===== src/rtl/bldq_free_find.sv =====
// Lowest free slot search over the used bits, in two levels with a register between.
module bldq_free_find #(
	parameter int SLOTS = 64,
	localparam int HW = $clog2(SLOTS)
) (
	input  logic             clk,
	input  logic [SLOTS-1:0] used,
	output logic [HW-1:0]    lowest
);

	localparam int GW = 8;
	localparam int NG = (SLOTS + GW - 1) / GW;
	localparam int PW = NG * GW;

	logic [PW-1:0] free_pad;
	logic          grp_any [NG];
	logic [2:0]    grp_off [NG];
	logic          grp_any_q [NG];
	logic [2:0]    grp_off_q [NG];

	// Slots beyond the table read as taken.
	assign free_pad = PW'(~used);

	// First level: for every group of eight, whether one is free and the lowest one.
	always_comb begin
		for (int g = 0; g < NG; g++) begin
			grp_any[g] = |free_pad[g*GW +: GW];
			grp_off[g] = 3'd0;
			for (int b = GW - 1; b >= 0; b--) begin
				if (free_pad[g*GW + b]) begin
					grp_off[g] = 3'(b);
				end
			end
		end
	end

	always_ff @(posedge clk) begin
		for (int g = 0; g < NG; g++) begin
			grp_any_q[g] <= grp_any[g];
			grp_off_q[g] <= grp_off[g];
		end
	end

	// Second level: the lowest group with a free slot.
	always_comb begin
		lowest = '0;
		for (int g = NG - 1; g >= 0; g--) begin
			if (grp_any_q[g]) begin
				lowest = HW'(g * GW + int'(grp_off_q[g]));
			end
		end
	end

endmodule


===== config.mk =====
export PLATFORM = sky130hd
export DESIGN_NAME = bldq_free_find
export DESIGN_NICKNAME = d
export VERILOG_FILES = /design/src/rtl/bldq_free_find.sv
export SDC_FILE = /design/constraint.sdc
export NUM_CORES = 1
export LEC_CHECK = 0
export BUFFER_PORTS_ARGS = -buffer_cell sky130_fd_sc_hd__buf_2
export CAP_MARGIN = 15
export CORE_ASPECT_RATIO = 0.9
export CORE_MARGIN = 1.5
export CORE_UTILIZATION = 32
export DETAILED_ROUTE_END_ITERATION = 10
export GPL_TIMING_DRIVEN = 0
export PLACE_DENSITY = 0.57
export SETUP_SLACK_MARGIN = 0.5
export SLEW_MARGIN = 20
export SYNTH_ARGS = -nofsm -noshare
export SYNTH_HDL_FRONTEND = slang
export SYNTH_SLANG_ARGS = --single-unit

===== constraint.sdc =====
create_clock -name clk -period 1.5 [get_ports clk]
set_clock_uncertainty 0.05 [all_clocks]
set_input_delay 0.075 -clock clk [delete_from_list [all_inputs] [get_ports clk]]
set_output_delay 0.075 -clock clk [all_outputs]
set_load 0.005 [all_outputs]

==> flow_metrics.tcl <==
set metrics [dict create \
    status "complete, but fails checks" \
    violations "setup timing" \
    first_global_vias 1359 \
    first_iter_violations 62 \
    p_per_area_nw_per_um2 876 \
    syn-mean-instance-area_um2 7.01 \
    rsz0062_at_grt "true" \
    dieArea_um2 5090 \
    fillers 454 \
    start_util_pct 33.5 \
    io_buffers 70 \
    holdPathStages 3 \
    fin_area_um2 2230 \
    die_w_um 75.0 \
    num_antenna_cells 0 \
    final_nets 372 \
    h-tree-depth 2 \
    die_h_um 67.8 \
    num_rows 23 \
    grt_pass1_wl_um 5230 \
    globalplace.congestion 0.797 \
    final_common_cell "buf_2" \
    cp.required_ns 1.37 \
    setup_tns_ns -0.118 \
    drc 0 \
    netlist.top_cell.by_area "dfxtp_1" \
    synth-seq-area-share_pct 42.9 \
    yosys_warnings 0 \
    maxSlewHeadroom_pct 82.0 \
    synth-seq-cells 32 \
    slowest_stage "dfxtp_2" \
    grt_max_degree 11 \
    setup_viol 4 \
    grt_overflow 0 \
    syn-num-nets 278 \
    yosys-top-cells-area "dfxtp_1 43%, nand2_1 15%, nor2_1 7.5%" \
    worst_pin_slew_ns 0.267 \
    track_usage_pct 13.7 \
    viasPerCell 4.52 \
    vias 1674 \
    ys_types 24 \
    final_cell_mix "71 x buf_2, 59 x nand2_1, 28 x nor2_1" \
    io_pins 71 \
    syn_area_um2 1490 \
    cts_root_buf "clkbuf_8" \
    antenna_found_initial 0 \
    min-delay-path-class "primary input to register" \
    drv_cap 0 \
    post-dp-hpwl_um 2630 \
    leakagePower_nw 1.04 \
    fmax_mhz 650 \
    cp-start-kind "register" \
    core_um2 4460 \
    placedInstanceArea_um2 1920 \
    path_clk_slew_ns 0.06 \
    crit_chain "nand2b_4 -> o211ai_1 -> nand3_1 -> a31oi_1 -> buf_2" \
    area_growth_syn_to_layout_pct 49.2 \
    crit_arrival_ns 1.41 \
    synthCells 213 \
    ir_drop_uv 430 \
    clkSinkCount 32 \
    cp_max_fo 7 \
    worst_hold_path.endpoint "grp_off_q[1][0]$_SDFF_PN0_" \
    wirelength_um 3430 \
    cts_buffers 5 \
    final_layout_size_suffix_gt1_share_pct 29.5 \
    post-route-period-util_pct 103 \
    cts_tree "built" \
    final_antenna_net_count 0 \
    cts_max_path_buffers 2 \
    min_period_ns 1.54 \
    finalHoldViolCount 0 \
    worstSetupPathType "register to primary output" \
    crit_path_end_kind "primary output" \
    yosysTopAreaCellShare_pct 42.9 \
    drv_slew 0 \
    drtPass1Iterations 4 \
    cts_setup_buffers 0 \
    hold_path_startpoint "used[34]" \
    finalCoreUtilization_pct 50.0 \
    timing.final.ws_setup_ns -0.0395 \
    avgRoutedWirePerCell_um 9.28 \
    worst_path_largest_cell_delay_ns 0.35 \
]
## how the worst max path moves through the flow
stage | depth (start not counted) | end | start
6_report | 5 | lowest[1] | grp_any_q[1][2]$_DFF_P_
5_1_grt | 5 | lowest[2] | grp_any_q[1][2]$_DFF_P_
4_1_cts | 5 | lowest[2] | grp_any_q[1][2]$_DFF_P_
3_5_place_dp | 4 | lowest[0] | grp_any_q[0][3]$_DFF_P_
3_3_place_gp | 4 | lowest[0] | grp_any_q[1][1]$_DFF_P_
2_1_floorplan | 4 | lowest[1] | grp_any_q[1][2]$_DFF_P_
## per-layer routing
metal | part of all wire [%] | track usage, % | wire, µm
met2 | 43 | 21.5 | 1470
met3 | 7.2 | 5.74 | 247
met4 | 1.6 | 6.14 | 55
met1 | 48 | 16.5 | 1660
met5 | 0 | 0 | 0
## per-stage QoR
stage	total power, mW	setup WS, ns	hold WS, ns	std cells
after CTS	1.98	-0.0398	0.000300	369
after detailed placement	1.15	0.225	0.242	345
after global placement	1.15	0.202	0.239	345
after global routing	2.06	-0.103	0.00509	370
after floorplan	1.02	0.492	0.129	213
final	1.95	-0.0395	0.00528	370
## power by group
group	internal, mW	switching, mW
combinational	0.145	0.120
clock	0.492	0.297
sequential	0.887	0.0114
total	1.52	0.429
## synthesized netlist by cell type
master	number
a31oi_1	10
a21boi_1	1
nand3_1	3
nand3b_1	2
dfxtp_1	32
inv_1	19
nor4_1	1
o22ai_1	10
nor3_1	8
nand2_1	59
o31ai_1	1
a21oi_1	5
o211ai_1	2
o21ai_0	11
nor2b_1	3
buf_2	1
o221ai_1	1
nand2b_4	1
o21ai_1	1
a22o_1	1
clkinvlp_2	2
nor2_1	30
nor2_2	1
a21boi_0	8
## logic make-up after synthesis
logic type             synth area share [%]
AND/OR/NAND/NOR                        30.1
buffers and inverters                  5.78
flip-flops                             42.9
AO/OA/AOI/OAI                          21.3
## sequential cells by signal, indices dropped and copies added (netlist names)
register / cells
grp_off_q: 24
grp_any_q: 8
## critical path: cells and delay by family (launching register included)
kind            cells  cell delay, ns
compound gates      2            0.37
buf+inv             1            0.14
simple gates        2            0.26
flops               1            0.35
## repair_timing
item / 4_1_cts / 5_1_grt
gates resized for setup: 10 / 3
cloned: 0 / 1
hold buffers: 16 / 0
pin swaps: 1 / 2
hold endpoints to repair: 8 / 0
endpoints found under the setup margin: 6 / 6
## cell type report
type | count | area, µm² | share of cell area [%]
Multi-Input combinational cell | 159 | 788 | 35.4
Sequential cell | 32 | 647 | 29.0
Clock buffer | 6 | 72.6 | 3.26
Inverter | 21 | 81.3 | 3.65
Buffer | 1 | 11.3 | 0.505
Tap cell | 62 | 77.6 | 3.48
Timing Repair Buffer | 87 | 515 | 23.1
Clock inverter | 2 | 35.0 | 1.57
(Power assumes the default switching activity.)
