--- config.mk ---
export PLATFORM = sky130hd
export DESIGN_NAME = bldq_data_mem
export DESIGN_NICKNAME = d
export VERILOG_FILES = /design/src/rtl/bldq_data_mem.sv
export SDC_FILE = /design/constraint.sdc
export NUM_CORES = 2
export LEC_CHECK = 0
export BUFFER_PORTS_ARGS = -buffer_cell sky130_fd_sc_hd__buf_2
export CAP_MARGIN = 20
export CELL_PAD_IN_SITES_DETAIL_PLACEMENT = 0
export CELL_PAD_IN_SITES_GLOBAL_PLACEMENT = 1
export CORE_ASPECT_RATIO = 0.9
export CORE_UTILIZATION = 30
export CTS_CLUSTER_DIAMETER = 60
export DETAILED_ROUTE_END_ITERATION = 8
export PLACE_DENSITY_LB_ADDON = 0.1
export SYNTH_ARGS = -nofsm -noshare
export SYNTH_HDL_FRONTEND = slang
export SYNTH_SLANG_ARGS = --single-unit
--- constraint.sdc ---
create_clock -name clk -period 9.4 [get_ports clk]
set_input_delay 1.88 -clock clk [delete_from_list [all_inputs] [get_ports clk]]
set_output_delay 1.88 -clock clk [all_outputs]
set_load 0.01 [all_outputs]
--- src/rtl/bldq_data_mem.sv ---
// Entry memory: key and value of every slot.
module bldq_data_mem #(
	parameter int SLOTS = 64,
	parameter int DATA_WIDTH = 32,
	localparam int HW = $clog2(SLOTS)
) (
	input  logic                  clk,
	input  logic                  we,
	input  logic [HW-1:0]         waddr,
	input  logic [DATA_WIDTH-1:0] wkey,
	input  logic [DATA_WIDTH-1:0] wval,
	input  logic                  re,
	input  logic [HW-1:0]         raddr,
	output logic [DATA_WIDTH-1:0] rkey,
	output logic [DATA_WIDTH-1:0] rval
);

	logic [2*DATA_WIDTH-1:0] mem [SLOTS];

	// Single write port.
	always_ff @(posedge clk) begin
		if (we) begin
			mem[waddr] <= {wkey, wval};
		end
	end

	// Registered read; the data hold until the next read.
	always_ff @(posedge clk) begin
		if (re) begin
			rkey <= mem[raddr][2*DATA_WIDTH-1:DATA_WIDTH];
			rval <= mem[raddr][DATA_WIDTH-1:0];
		end
	end

endmodule

==> results_dict.tcl <==
set metrics [dict create \
    cts_resized 0 \
    ys_top_cells_by_count "edfxtp_1, mux4_2, buf_2, a22oi_1, clkbuf_1" \
    post-route-drc-count 0 \
    cts_max_path_buffers 4 \
    cts_buffers 468 \
    ios 143 \
    yosys.area_share.simple 0.0123 \
    wl_met3_um 24100 \
    cpMostUsedCell "buf_4" \
    max_slew_margin 0.210 \
    status "finished, final reports clean" \
    vias 74900 \
    die_h_um 688 \
    async_flop_share 0 \
    end_kind "flop" \
    p_sw_mw 8.83 \
    slowest_stage "buf_4" \
    synthTopCellsByArea "edfxtp_1, mux4_2, mux2i_1, a22oi_1, buf_2" \
    post_drt_via_cell_ratio 5.18 \
    chipWidth_um 765 \
    startpoint "raddr[2]" \
    yosysTopAreaCell "edfxtp_1" \
    power_density_nw_per_um2 219 \
    finalSetupViolations 0 \
    cap_violations 0 \
    skew_ns 0.0615 \
    wirelength_um 519000 \
    r2r_start "mem[13][18]" \
    ant_nets 0 \
    swShare 0.220 \
    nNetsFinal 7217 \
    hp-start "mem[44][50]" \
    worst_ep_required_time_ns 10.09 \
    hold_ws_ns 0.927 \
    min_path_type "reg2reg" \
    finalHoldViolCount 0 \
    dpl_cell_area_um2 168000 \
    slew_violations 0 \
    drt_iter0_markers 7588 \
    worstPathCellList "buf_8, buf_4, buf_4, mux4_2, mux2i_1, o22ai_1, a41oi_1, a211oi_1" \
    multi_input_area_um2 30800 \
    drt_pass1_iterations 5 \
    cp_slowest_stage_delay_ns 0.83 \
    synth_flop_cell "edfxtp_1" \
    clock-root-buffer "clkbuf_16" \
    seq_area_frac_synth 0.796 \
    syn_inst 6598 \
    grt_max_degree 97 \
    synth_edf_count 4160 \
    wl_met1_um 238000 \
    grt_overflow 0 \
    io_buffers 142 \
    synth_cell_types 32 \
    postCtsHoldBufs 0 \
    crit_type "in2reg" \
    post_cts_buffers 0 \
    max_slew.worst_pin.slew_ns 1.18 \
    clkPwrFrac 0.438 \
    antenna_found_initial 50 \
    synth_top_area_frac 0.796 \
    htree_levels 5 \
    rows 251 \
    clock-sinks 4160 \
    synthAdderAreaFrac 0 \
    timing.setup.tns_ns 0 \
    finalCriticalPeriod_ns 4.79 \
    routabilityCongestion 0.736 \
    ys.warnings.count 0 \
    crit_path_start_kind "input port" \
    seqPwrFrac 0.515 \
    grt_usage 0.194 \
    p_comb_frac 0.046 \
    core_area_um2 520000 \
    synth_nets 6677 \
    dieArea_um2 526000 \
    fin_area_um2 183000 \
    synth_top_family_by_area "multiplexers" \
    cts_tree "built" \
    syn_avg_cell_area_um2 23.8 \
    clk_pin_slew_ns 0.06 \
    muxShareOfSynthArea 0.156 \
    regArea_um2 125000 \
    p_leak_nw 56.3 \
    rsz0062_at_grt "false" \
    fin_crit_sh 0.509 \
    drive_gt1_frac 0.292 \
    nFillCells 48100 \
    clk_latency_ns 1.04 \
    synth_compound_area_frac 0.0247 \
    synth_seq_cells 4160 \
    max_freq_mhz 209 \
    grt_pass1_vias 78400 \
    syn_area_um2 157000 \
    p_int_mw 31.3 \
    synth.most_common_cell "edfxtp_1" \
    dr.max_layer_used "met5" \
    critical_path_arrival_ns 5.47 \
    synth_xor_area_frac 0 \
    ir_worst_vdd_uv 150 \
    start_util 0.302 \
    grt_first_pass_wirelength_um 703000 \
    syn_to_final_growth_pct 16.6 \
    hpwl_um 290000 \
    detail_route.wl_per_cell_um 35.9 \
    met2_length_um 247000 \
    critPathMaxFanout 54 \
]
-- worst paths after layout --
kind / to / slack [ns] / cells past startpoint
hold / removal: rkey[18] / 0.93 / 4
setup reg to reg: rval[18] / 7.09 / 5
setup / recovery: rval[9] / 4.61 / 8
hold reg to reg: rkey[18] / 0.93 / 4
-- registers in the layout, indices dropped and copies added (netlist names) --
| name | flops |
|---|---|
| rkey | 32 |
| rval | 32 |
| mem | 4096 |
-- per-layer routing --
| layer | GRT usage | vias to the layer above |
|---|---|---|
| met3 | 0.0216 | 629 |
| met1 | 0.284 | 42600 |
| met2 | 0.317 | 1925 |
| li1 | - | 29800 |
| met4 | 0.0370 | 14 |
| met5 | 0 | - |
-- critical path: cells and delay by family --
family / cells / cell delay (ns)
muxes: 2 / 0.58
AOI/OAI and AO/OA: 3 / 0.82
buffers and inverters: 3 / 1.93
-- placed cells by master, fill, tap and decap left out, drive strengths merged, types with 2 or more instances in the layout --
cell	instances
a211oi	63
a22o	88
a22oi	168
a2bb2oi	19
a31oi	18
a41oi	26
and2	3
and3	64
buf	440
bufinv	30
clkbuf	579
clkinv	205
clkinvlp	7
diode	19
edfxtp	4160
inv	36
mux2i	135
mux4	1024
nand2	58
nand2b	11
nand3	45
nand3b	2
nand4	2
nor2	112
nor2b	28
nor3	2
o221ai	38
o22ai	83
or2	28
or3	29
-- cell type report --
| type | instances | share of cell area |
|---|---|---|
| clock inverters | 259 | 0.0123 |
| repair buffers | 440 | 0.0222 |
| well taps | 6957 | 0.0475 |
| clock buffers | 579 | 0.0669 |
| flip-flops and latches | 4160 | 0.682 |
| multi-input cells | 2049 | 0.168 |
| diodes | 19 | 0.000260 |
| inverters | 19 | 0.000389 |
-- kinds of logic (layout without fill, tap and decap cells) --
kind of cell	after synthesis	count (layout)
flops	4160	4160
mux	1159	1159
buf+inv	389	1297
compound gates	504	504
simple gates	386	386
other cells	0	19
-- metrics by stage --
| stage | cells | power, mW | utilization | setup slack [ns] |
|---|---|---|---|---|
| final | 14500 | 40.1 | 0.352 | 4.61 |
| after global routing | 14500 | 41.3 | 0.352 | 4.53 |
| after CTS | 14400 | 40.6 | 0.350 | 4.59 |
| after detailed placement | 13600 | 22.9 | 0.322 | 3.49 |
| after global placement | 13600 | 22.9 | 0.322 | 3.50 |
| after floorplan | 6598 | 22.0 | - | 2.08 |
-- power by group through the flow --
| stage | sequential [mW] | combinational (mW) | clock [mW] |
|---|---|---|---|
| 5_1_grt | 20.7 | 1.99 | 18.7 |
| 4_1_cts | 20.7 | 1.87 | 18.0 |
| 3_5_place_dp | 21.1 | 1.87 | 0 |
| 2_1_floorplan | 21.0 | 0.957 | 0 |
| 3_3_place_gp | 21.1 | 1.85 | 0 |
| 6_report | 20.7 | 1.86 | 17.6 |
(Power assumes the default switching activity.)
