**src/rtl/bldq_pkg.sv**
```systemverilog
// Shared types and constants of the bounded linked deque.
package bldq_pkg;

	// Operation codes carried by the opcode field.
	typedef enum logic [2:0] {
		OP_PUSH_BACK  = 3'd0,
		OP_PUSH_FRONT = 3'd1,
		OP_POP_BACK   = 3'd2,
		OP_POP_FRONT  = 3'd3,
		OP_MOVE_BACK  = 3'd4,
		OP_NOP        = 3'd5
	} op_t;

	// Result status codes.
	typedef enum logic [1:0] {
		STAT_OK         = 2'd0,
		STAT_FULL       = 2'd1,
		STAT_EMPTY      = 2'd2,
		STAT_BAD_HANDLE = 2'd3
	} status_t;

	// Sequencer states, one-hot.
	typedef enum logic [3:0] {
		S_IDLE  = 4'b0001,
		S_READ  = 4'b0010,
		S_EXEC  = 4'b0100,
		S_WRITE = 4'b1000
	} state_t;

	// Field write enables of the link memory.
	typedef struct packed {
		logic prev;
		logic next;
	} link_we_t;

	// Configuration port.
	localparam int   ADDR_W       = 3;
	localparam int   CAP_W        = 7;
	localparam logic REG_CAPACITY = 1'b0;
	localparam logic [CAP_W-1:0] CAP_RESET = 7'd64;

endpackage

```
**src/rtl/bldq_link_mem.sv**
```systemverilog
// Link memory: previous and next slot of every entry, with field write enables.
module bldq_link_mem #(
	parameter int SLOTS = 64,
	localparam int HW = $clog2(SLOTS)
) (
	input  logic               clk,
	input  bldq_pkg::link_we_t we,
	input  logic [HW-1:0]      waddr,
	input  logic [HW-1:0]      wprev,
	input  logic [HW-1:0]      wnext,
	input  logic               re,
	input  logic [HW-1:0]      raddr,
	output logic [HW-1:0]      rprev,
	output logic [HW-1:0]      rnext
);

	// Each word holds the previous link in the upper half and the next link below.
	logic [2*HW-1:0] mem [SLOTS];

	// Write either field on its own.
	always_ff @(posedge clk) begin
		if (we.prev) begin
			mem[waddr][2*HW-1:HW] <= wprev;
		end
		if (we.next) begin
			mem[waddr][HW-1:0] <= wnext;
		end
	end

	// Registered read; the data hold until the next read.
	always_ff @(posedge clk) begin
		if (re) begin
			rprev <= mem[raddr][2*HW-1:HW];
			rnext <= mem[raddr][HW-1:0];
		end
	end

endmodule

```
**config.mk**
```make
export PLATFORM = sky130hd
export DESIGN_NAME = bldq_link_mem
export DESIGN_NICKNAME = d
export VERILOG_FILES = /design/src/rtl/bldq_pkg.sv /design/src/rtl/bldq_link_mem.sv
export SDC_FILE = /design/constraint.sdc
export NUM_CORES = 1
export LEC_CHECK = 0
export BUFFER_PORTS_ARGS = -buffer_cell sky130_fd_sc_hd__buf_4
export CAP_MARGIN = 20
export CORE_MARGIN = 8
export CORE_UTILIZATION = 50
export DETAILED_ROUTE_END_ITERATION = 7
export PLACE_DENSITY = 0.66
export REMOVE_ABC_BUFFERS = 1
export SLEW_MARGIN = 10
export SYNTH_ARGS = -nofsm -noshare
export SYNTH_HDL_FRONTEND = slang
export SYNTH_SLANG_ARGS = --single-unit
```
**constraint.sdc**
```tcl
create_clock -name clk -period 3 [get_ports clk]
set_clock_uncertainty 0.1 [all_clocks]
set_input_delay 0.6 -clock clk [delete_from_list [all_inputs] [get_ports clk]]
set_output_delay 0.6 -clock clk [all_outputs]
set_load 0.03 [all_outputs]
```
==> summary.txt <==
Layout
  – Utilization after layout: 58.03%
  – Multi-input gate area: 6584 µm²
  – P&R area growth vs syn: 14.83%
  – Fill cells: 4392
  – Nets: 1650
  – Antenna Cells: 0
  – Fraction of layout cells with a size suffix above 1: 28.24%
  – Register area: 23420 µm²
  – Post-layout instance area: 35020 µm²

Place
  – Port bufs: 39
  – Place WS: -0.06788 ns
  – Area of placed instances: 32510 µm²
  – GPL Wtd Cong: 0.8134
  – Post-DP HPWL: 43.86 mm

Logic synthesis
  – Syn Inst Count: 1451
  – Synth cell types: 36
  – Synth warn: 0
  – Count leader, synth: edfxtp_1
  – EDFF count, synth: 780
  – Syn Std Cell Area: 30500 µm²
  – Top_reg_cell synth: edfxtp_1
  – Leading area contributor after synthesis: edfxtp_1
  – Ys async rst share: 0%
  – Top post-synthesis cells by count: edfxtp_1 (780), mux4_2 (180), nor2_1 (154)
  – Yosys reg bits: 780
  – Mean post-synth cell area: 21.02 µm²
  – Register area share after synthesis: 76.79%
  – Top post-synthesis cells by area: edfxtp_1 (77%), mux4_2 (13%), nor2_1 (1.9%), mux4_1 (1.0%), mux2i_1 (0.98%)
  – Share of the synthesized area in the top cell type: 76.79%

Route
  – Drc violations: 0
  – Routed WL: 69.20 mm
  – Vias after detailed routing: 14950
  – Drt initial violations: 1445
  – Routed Antenna Nets: 0
  – DRT Pass-1 Iters: 5
  – Via density: 6.068
  – Routed WL per cell: 28.08 µm

Die
  – Initial Utilization: 50.53%
  – Die Wd: 263.0 µm
  – I/O pin cnt: 40
  – FP Rows: 90
  – Die H: 263.0 µm
  – Core Box Area: 60360 µm²
  – Die area: 69160 µm²

Global route
  – GR Util All Layers: 20.13%
  – Largest net degree at the start of global routing: 65
  – Initial antenna violation count: 4
  – Global route hottest layer: met2
  – GRT overflow: 0
  – M2 GR Usage: 32.18%
  – M1 GR Usage: 27.36%
  – Vias in the first global route: 15750
  – M3 GR Usage: 4.792%
  – First-pass GRT wire length: 104.1 mm

Clocking
  – Cts hold-fix bufs: 0
  – CTS tree: done
  – Clock-pin slew on the worst setup and hold paths: 0.06 ns
  – Root buf cell: clkbuf_16
  – Post-CTS resize count: 0
  – H-tree level count: 3
  – CTS buffer count: 78
  – Clock buffer depth: 3
  – Worst skew pair latency: 0.61 ns
  – Post-CTS setup buffers: 0
  – CTS sink cnt: 780

Power
  – Power Density: 657.3 nW/µm²
  – Max IR drop VDD: 524.0 µV
  – Design Power: 23.02 mW
  – Leak: 11.18 nW

Run
  – Max-Cap Viols: 0

Timing
  – RSZ-0062 raised after global routing: no
  – Tmin final: 2.456 ns
  – Setup Viol. Count Final: 0
  – Setup TNS: 0 ns
  – Max frequency: 407.1 MHz
  – Fin crit share: 81.88%
  – Pins Over Slew Limit: 0
  – Worst-margin pin slew: 0.8125 ns
  – Slack of the critical path: 0.5436 ns
  – Final Hold Vio Count: 0
  – Rel. slew slack: 45.70%

Worst setup path
  – Worst Path Required: 3.22 ns
  – FF-to-FF setup slack: 0.86 ns
  – Critical path type: primary input to flip-flop
  – Worst setup SP type: primary input
  – Crit. End Element: flip-flop
  – Worst endpoint data arrival time: 2.68 ns
  – Crit-path max FO: 30

Worst hold path
  – Hold Crit Class: primary input to flip-flop

Status
  – Status: complete, no violations
-- final timing paths --
| kind | from | end | depth (start not counted) |
|---|---|---|---|
| worst max-delay path | raddr[1] | rnext[5] | 8 |
| worst min-delay path | re | rprev[1] | 1 |
| worst max register to register | mem[9][0] | rnext[0] | 5 |
| worst min register to register | mem[39][7] | rprev[1] | 4 |
-- metal layers --
| layer | part of all wire (%) | wire length [µm] | vias to the layer above |
|---|---|---|---|
| li1 | - | - | 6351 |
| met1 | 41 | 28310 | 7873 |
| met2 | 48 | 33330 | 587 |
| met3 | 7.9 | 5475 | 134 |
| met4 | 2.9 | 2041 | 6 |
| met5 | 0.059 | 41 | - |
-- cell type report --
type	count	area share, %
clock buffers	95	5.816
clock inverters	45	1.365
multi-input cells	587	18.80
flip-flops and latches	780	66.87
well taps	782	2.794
repair buffers	175	4.355
-- power by group --
group / internal, mW / switching [mW]
Sequential: 12.1 / 0.0346
Combinational: 0.471 / 0.743
Clock: 5.69 / 3.99
Total: 18.3 / 4.77
-- cell usage in the layout (no fill, tap or decap), types with 5 or more instances in the layout --
cell	netlist	layout
a211oi_1	19	19
a21oi_1	15	15
a311oi_1	7	7
a31oi_1	7	7
buf_12	3	16
buf_4	16	157
bufinv_16	0	10
clkbuf_1	33	16
clkbuf_16	0	79
clkinv_1	0	18
clkinv_2	0	10
edfxtp_1	780	780
inv_6	0	5
mux2_2	11	11
mux2i_1	30	30
mux4_1	12	12
mux4_2	180	180
nand2_1	33	33
nand2b_1	20	20
nand3_1	16	16
nor2_1	154	154
nor2b_1	14	14
o21ai_0	18	18
o221ai_1	13	13
o22ai_1	5	5
o31ai_1	6	6
-- cell families after synthesis --
kind of cell    share of synthesized area [%]
simple gates                            3.610
flops                                   76.79
compound gates                          2.260
buf+inv                                 1.620
mux                                     15.72
-- flip-flops by register name, summed over array words and instances, names as in the netlist --
name and cells:
mem 768, rnext 6, rprev 6
-- critical path, cell delays in order --
cell and delay (ns):
buf_6 0.37, buf_12 0.24, buf_4 0.25, mux4_2 0.33
o21ai_0 0.19, a31oi_1 0.06, o21ai_0 0.41, o31ai_1 0.17
-- metrics by stage --
step,hold WS (ns),instances
after floorplan,0.5989,1367
after global placement,0.8451,2324
after detailed placement,0.8433,2324
after CTS,0.2737,2464
after global routing,0.2843,2464
final,0.3191,2464
Power figures use the tool's default switching activity.
